$ cat config.mk
export PLATFORM = sky130hd
export DESIGN_NAME = vrpva_addr
export DESIGN_NICKNAME = d
export VERILOG_FILES = /design/src/hdl/video_register_port_vram_access_macros.svh /design/src/hdl/vrpva_pkg.sv /design/src/hdl/vrpva_addr.sv
export SDC_FILE = /design/constraint.sdc
export NUM_CORES = 1
export LEC_CHECK = 0
export BUFFER_PORTS_ARGS = -buffer_cell sky130_fd_sc_hd__buf_2
export CAP_MARGIN = 25
export CORE_AREA = 2 2 39 41
export DETAILED_ROUTE_END_ITERATION = 6
export DIE_AREA = 0 0 41 43
export PLACE_DENSITY = 0.88
export SETUP_SLACK_MARGIN = 0.3
export SLEW_MARGIN = 20
export SYNTH_ARGS = -nofsm -noshare
export SYNTH_HDL_FRONTEND = slang
export SYNTH_SLANG_ARGS = --single-unit
$ cat constraint.sdc
create_clock -name vclk -period 1.4
set_clock_uncertainty 0.15 [all_clocks]
set_input_delay 0.28 -clock vclk [all_inputs]
set_output_delay 0.28 -clock vclk [all_outputs]
set_load 0.01 [all_outputs]
$ cat src/hdl/video_register_port_vram_access_macros.svh
// Assertion macros shared by the register port RTL.
`ifndef VIDEO_REGISTER_PORT_VRAM_ACCESS_MACROS_SVH
`define VIDEO_REGISTER_PORT_VRAM_ACCESS_MACROS_SVH

// Checks that the consequent holds in the same cycle as the antecedent.
`define VRPVA_ASSERT_NOW(label, ante, cons, msg) \
	label: assert property (@(posedge clk) disable iff (!arst_n) (ante) |-> (cons)) \
		else $error(msg);

// Checks that the consequent holds in the cycle after the antecedent.
`define VRPVA_ASSERT_NEXT(label, ante, cons, msg) \
	label: assert property (@(posedge clk) disable iff (!arst_n) (ante) |=> (cons)) \
		else $error(msg);

`endif

$ cat src/hdl/vrpva_pkg.sv
// Shared types, constants and address helpers of the video register port.
package vrpva_pkg;

	localparam int NAME_TABLE_BYTES = 2048;
	localparam int PALETTE_ENTRIES  = 32;
	localparam int DATA_W           = 8;
	localparam int NT_IDX_W         = 11;
	localparam int PAL_IDX_W        = 5;

	typedef enum logic [1:0] {
		REQ_REG_READ  = 2'd0,
		REQ_REG_WRITE = 2'd1,
		REQ_DATA_READ = 2'd2,
		REQ_TICK      = 2'd3
	} req_t;

	localparam logic [2:0] REG_CTRL   = 3'd0;
	localparam logic [2:0] REG_STATUS = 3'd2;
	localparam logic [2:0] REG_SCROLL = 3'd5;
	localparam logic [2:0] REG_ADDR   = 3'd6;
	localparam logic [2:0] REG_DATA   = 3'd7;

	localparam logic CFG_MIRROR = 1'b0;

	localparam logic [7:0]  STATUS_RESET = 8'hA0;
	localparam logic [15:0] PTR_RESET    = 16'h2000;
	localparam logic [15:0] PTR_STEP_ROW = 16'd32;
	localparam logic [15:0] PTR_STEP_ONE = 16'd1;

	localparam logic [15:0] ADDR_NT_BASE     = 16'h2000;
	localparam logic [15:0] ADDR_MIRROR_BASE = 16'h3000;
	localparam logic [15:0] ADDR_PAL_BASE    = 16'h3F00;
	localparam logic [15:0] ADDR_PAL_END     = 16'h4000;

	localparam logic [8:0] SCAN_RESET  = 9'h1FF;
	localparam logic [8:0] SCAN_VBLANK = 9'd241;
	localparam logic [8:0] SCAN_LAST   = 9'd260;

	typedef enum logic [1:0] {
		RGN_NAME,
		RGN_PALETTE,
		RGN_EXT
	} region_t;

	typedef struct packed {
		region_t               region;
		logic [NT_IDX_W-1:0]   wr_nt;
		logic [PAL_IDX_W-1:0]  wr_pal;
		logic [15:0]           wr_addr;
		logic [NT_IDX_W-1:0]   rd_nt;
	} ptr_dec_t;

	// Bank select: vertical mirroring takes the low table bit, horizontal
	// mirroring maps the upper two tables onto the second bank.
	function automatic logic [NT_IDX_W-1:0] nt_index(input logic [15:0] ptr,
		input logic vert);
		logic [15:0] rel;
		logic [5:0]  tbl;
		logic        bank;
		rel  = ptr - ADDR_NT_BASE;
		tbl  = rel[15:10];
		bank = vert ? tbl[0] : (|tbl[5:1]);
		return {bank, ptr[9:0]};
	endfunction

	// Sprite backdrop entries fold onto the background backdrop entries.
	function automatic logic [PAL_IDX_W-1:0] pal_index(input logic [15:0] ptr);
		logic [PAL_IDX_W-1:0] e;
		e = ptr[PAL_IDX_W-1:0];
		if (e[4] && (e[1:0] == 2'b00)) begin
			e[4] = 1'b0;
		end
		return e;
	endfunction

endpackage

$ cat src/hdl/vrpva_addr.sv
// Decodes the VRAM pointer into the write region and RAM indexes.
module vrpva_addr (
	input  logic                 [15:0] ptr,
	input  logic                        mirror_vertical,
	output vrpva_pkg::ptr_dec_t         dec
);

	logic [15:0] wr_ptr;

	always_comb begin
		wr_ptr = ptr;
		// The upper name-table mirror drops bit 12 and acts as the base range.
		if (ptr >= vrpva_pkg::ADDR_MIRROR_BASE && ptr < vrpva_pkg::ADDR_PAL_BASE) begin
			wr_ptr[12] = 1'b0;
		end

		if (wr_ptr >= vrpva_pkg::ADDR_NT_BASE && wr_ptr < vrpva_pkg::ADDR_MIRROR_BASE) begin
			dec.region = vrpva_pkg::RGN_NAME;
		end else if (wr_ptr >= vrpva_pkg::ADDR_PAL_BASE && wr_ptr < vrpva_pkg::ADDR_PAL_END) begin
			dec.region = vrpva_pkg::RGN_PALETTE;
		end else begin
			dec.region = vrpva_pkg::RGN_EXT;
		end

		dec.wr_nt   = vrpva_pkg::nt_index(wr_ptr, mirror_vertical);
		dec.wr_pal  = vrpva_pkg::pal_index(wr_ptr);
		dec.wr_addr = wr_ptr;
		dec.rd_nt   = vrpva_pkg::nt_index(ptr, mirror_vertical);
	end

endmodule

### After elaboration in Yosys (flattened, before gate mapping)

Cells that the tools add are included.

| cells by class | value |
|---|---|
| multiplexer cells | 6 |
| add/sub/neg operators | 2 |
| $lt $le $gt $ge | 6 |
| reductions and logical operators | 7 |

Operators with widths:

| operator | count |
|---|---|
| greater-or-equal comparator 16 x 14 -> 1 bit, second input constant | 3 |
| < comparator 16 x 14 -> 1 bit, second input constant | 2 |
| subtractor 16 x 14 -> 16 bit, second input constant | 2 |
| < comparator 16 x 15 -> 1 bit, second input constant | 1 |
| OR reduction 5 bit | 2 |
| logical AND 1 bit | 4 |
| two-way mux 1 bit | 4 |
| two-way mux 2 bit | 2 |
| zero test 2 bit | 1 |

| storage, ports and cells | value |
|---|---|
| output and inout bits | 45 |
| bits in registers | 0 |
| logic and storage cells | 21 |
| input port bits | 17 |

### Depth between registers and ports, before layout

| logic depth | value |
|---|---|
| depth in word-level cells | 7 |
| mapped depth | 2 |

### Worst setup path after synthesis

OpenSTA, ideal clock, no wires.

| path | value |
|---|---|
| path kind | input to output |
| from | input ptr[15] |
| to | output dec[43] (netlist bit) |
| arrival time | 725 ps |
| buffers on the path | 0 |
| stages on the path | 2 |
| path slack | 245 ps |
| cells stage by stage | nor3b_4 > and3_1 |

RTL lines:

| item | RTL line | source |
|---|---|---|
| from (decl) | vrpva_addr.sv:3 | `input logic [15:0] ptr,` |
| to (decl) | vrpva_addr.sv:5 | `output vrpva_pkg::ptr_dec_t dec` |

==> out/results.env <==
TIGHTEST_SLEW_NS=0.2308
LARGEST_NET_DEGREE_AT_THE_START_OF_GLOBAL_ROUTING=6
SEQCELLAREA_UM2=0
GR-USAGE-ALL-LAYERS=0.05894
ROUTED_WIRELENGTH_UM=600
PLACE.GP.CONGESTION=0.5766
FIN_SETUP_TNS_NS=0
CRITICAL_PATH_ARRIVAL_NS=0.94
DESIGN.FINAL.NETS=72
FINAL-INSTANCE-COUNT-EXCL-FILL=69
IO_BUFFER_COUNT=40
DRT-INITIAL-DRC-COUNT=4
FP.DIEH_UM=43
RESULT_OF_THE_RUN='finished clean'
YS_SEQ_AREA_FRAC=0
INITIAL_UTILIZATION=0.2722
CELL_WITH_THE_MOST_INSTANCES_AFTER_SYNTHESIS='buf_4'
POWER.STATIC_LEAKAGE_nW=0.1995
SYNTH_TOP_AREA_SHARE=0.7774
SETUP_VIOL=0
YOSYS-TOP-CELLS-AREA='buf_4 (78%), nor3b_4 (5.0%), a21oi_1 (2.7%)'
POST_SYNTH_NUM_CELL_TYPES=12
HOLD_PATH.CLASS='in -> out'
VIAS_PER_CELL=3.739
KIND_OF_END_POINT_OF_THE_CRITICAL_PATH='output pin'
AREA_GROWTH_PCT=-10.63
TIMING.CRITICAL_PATH.CELLS='buf_6 -> nor3b_4 -> and3_1 -> buf_2'
CELL_ROW_COUNT=14
DRT_PRE_ANTENNA_ITERS=2
FINAL_MAX_SLEW_VIOL_COUNT=0
CRITPATHMAXFANOUT=5
YOSYS.AREA.TOP_TYPE='buf_4'
SYNTH_NETS=68
TIMING.MAX_CAP.VIOLATIONS=0
INITIAL_ANTENNA_VIOLATION_COUNT=0
CHIPWIDTH_UM=41
POST-PLACE-CELLS=68
PERIOD_NEEDED_NS=1.374
MAX_FREQ_GHz=0.7277
PLACEABLECOREAREA_MM2=0.001384
CRITICAL_PATH_CLASS='in -> out'
FRACTION_OF_FINAL_LAYOUT_CELLS_WITH_DRIVE_STRENGTH_GREATER_THAN_1=0.7925
ROUTED-VIA-COUNT=258
POST_DRT_WL_PER_CELL_UM=8.696
CTS_HOLD_BUFFERS=0
GRT_PASS1_VIAS=206
SLEW_HEADROOM=0.8459
ANTENNA_VIOLATING_NETS_POST_ROUTE=0
FLOPS_AND_LATCHES=0
PEAKVDDDROP_mV=0.08406
POST_SYNTH_INST_COUNT=51
DRCVIOLATIONCOUNT=0
WORST_SETUP_PATH_START_KIND='input port'
PWR_DENSITY_CELL_mW_PER_MM2=328.6
DPL.HPWL_UM=516.1
FLOORPLAN.IO_PINS=62
CRITICAL-PATH-MAX-STAGE-DELAY_NS=0.25
YOSYSWARNINGS=0
CRITICAL-PATH-SLOWEST-CELL='nor3b_4'
SYNTH_COMMONEST_CELLS='buf_4 (39), a21oi_1 (2)'
CLOCK_BUFFERS=0
FIN_HOLD_VIOLS=0
GRT_FIRST_PASS_WIRELENGTH_UM=793
GLOBALROUTEOVERFLOWTOTAL=0
CRIT_REQUIRED_NS=0.97
FLOORPLAN.DIE_AREA_MM2=0.001763
N_ANTENNA_CELL=0
SYNTHESIS.AREA_UM2=376.6
FILLER_CELL_COUNT=159
FIN_CRIT_SH=0.9816
SYNTHESIS.AREA_PER_INSTANCE_UM2=7.385
RSZ0062_AT_GRT='yes'
kinds of logic (layout without fill, tap and decap cells):
| logic type | count (synthesis) | after routing | synth area share |
|---|---|---|---|
| compound gates | 4 | 4 | 0.06646 |
| simple gates | 7 | 7 | 0.1462 |
| buf+inv | 40 | 42 | 0.7874 |
critical path: cells and delay by family:
family,cells,cell delay [ns]
and+or+nand+nor,2,0.44
buffers and inverters,2,0.23
layer usage:
metal | GRT usage | part of all wire | wire length, um | vias up
met5 | 0 | 0 | 0 | -
met4 | 0.02667 | 0.013 | 8 | 0
met3 | 0.005236 | 0.12 | 71 | 3
met2 | 0.1219 | 0.58 | 346 | 13
met1 | 0.04747 | 0.29 | 173 | 110
li1 | - | - | - | 132
layout by cell type, fill, tap and decap left out:
| cell type | n |
|---|---|
| buf_4 | 1 |
| nor3b_4 | 1 |
| buf_2 | 36 |
| a21boi_0 | 1 |
| nor2_1 | 1 |
| and3_1 | 1 |
| o21a_1 | 1 |
| nand4_1 | 1 |
| and4_1 | 1 |
| inv_1 | 1 |
| nor3_1 | 1 |
| nor2b_1 | 1 |
| buf_6 | 4 |
| a21oi_1 | 2 |
final cells by class:
type,count,area (um2),area share
repair buffers,41,232.7,0.6914
multi-input cells,11,80.08,0.2379
well taps,16,20.02,0.05948
inverters,1,3.754,0.01115
timing repair:
item                                    CTS  global route
resized for setup                         4             0
endpoints found under the setup margin    6             6
pin swaps                                 5             2
setup buffers                             1             0
where the power goes:
group	total (mW)	switching (mW)	internal, mW
logic	0.111	0.0552	0.0554
registers	0	0	0
clock network	0	0	0
final timing paths:
check | from | to | cells after the start
max | ptr[15] | dec[43] | 4
min | ptr[2] | dec[13] | 0
through the flow:
step | setup WS (ns) | utilization | hold slack, ns | cell area (um2) | power (mW)
2_1_floorplan | 0.2449 | - | 0.5018 | 376.6 | 0.1315
3_3_place_gp | 0.03604 | 0.2197 | 0.4101 | 304.0 | 0.1004
3_5_place_dp | -0.009966 | 0.2197 | 0.4101 | 304.0 | 0.1024
4_1_cts | 0.02249 | 0.2432 | 0.4101 | 336.6 | 0.1117
5_1_grt | -0.04631 | 0.2432 | 0.4100 | 336.6 | 0.1206
6_report | 0.02582 | 0.2432 | 0.4100 | 336.6 | 0.1106
Note: power is estimated with default switching activity, not from simulation.
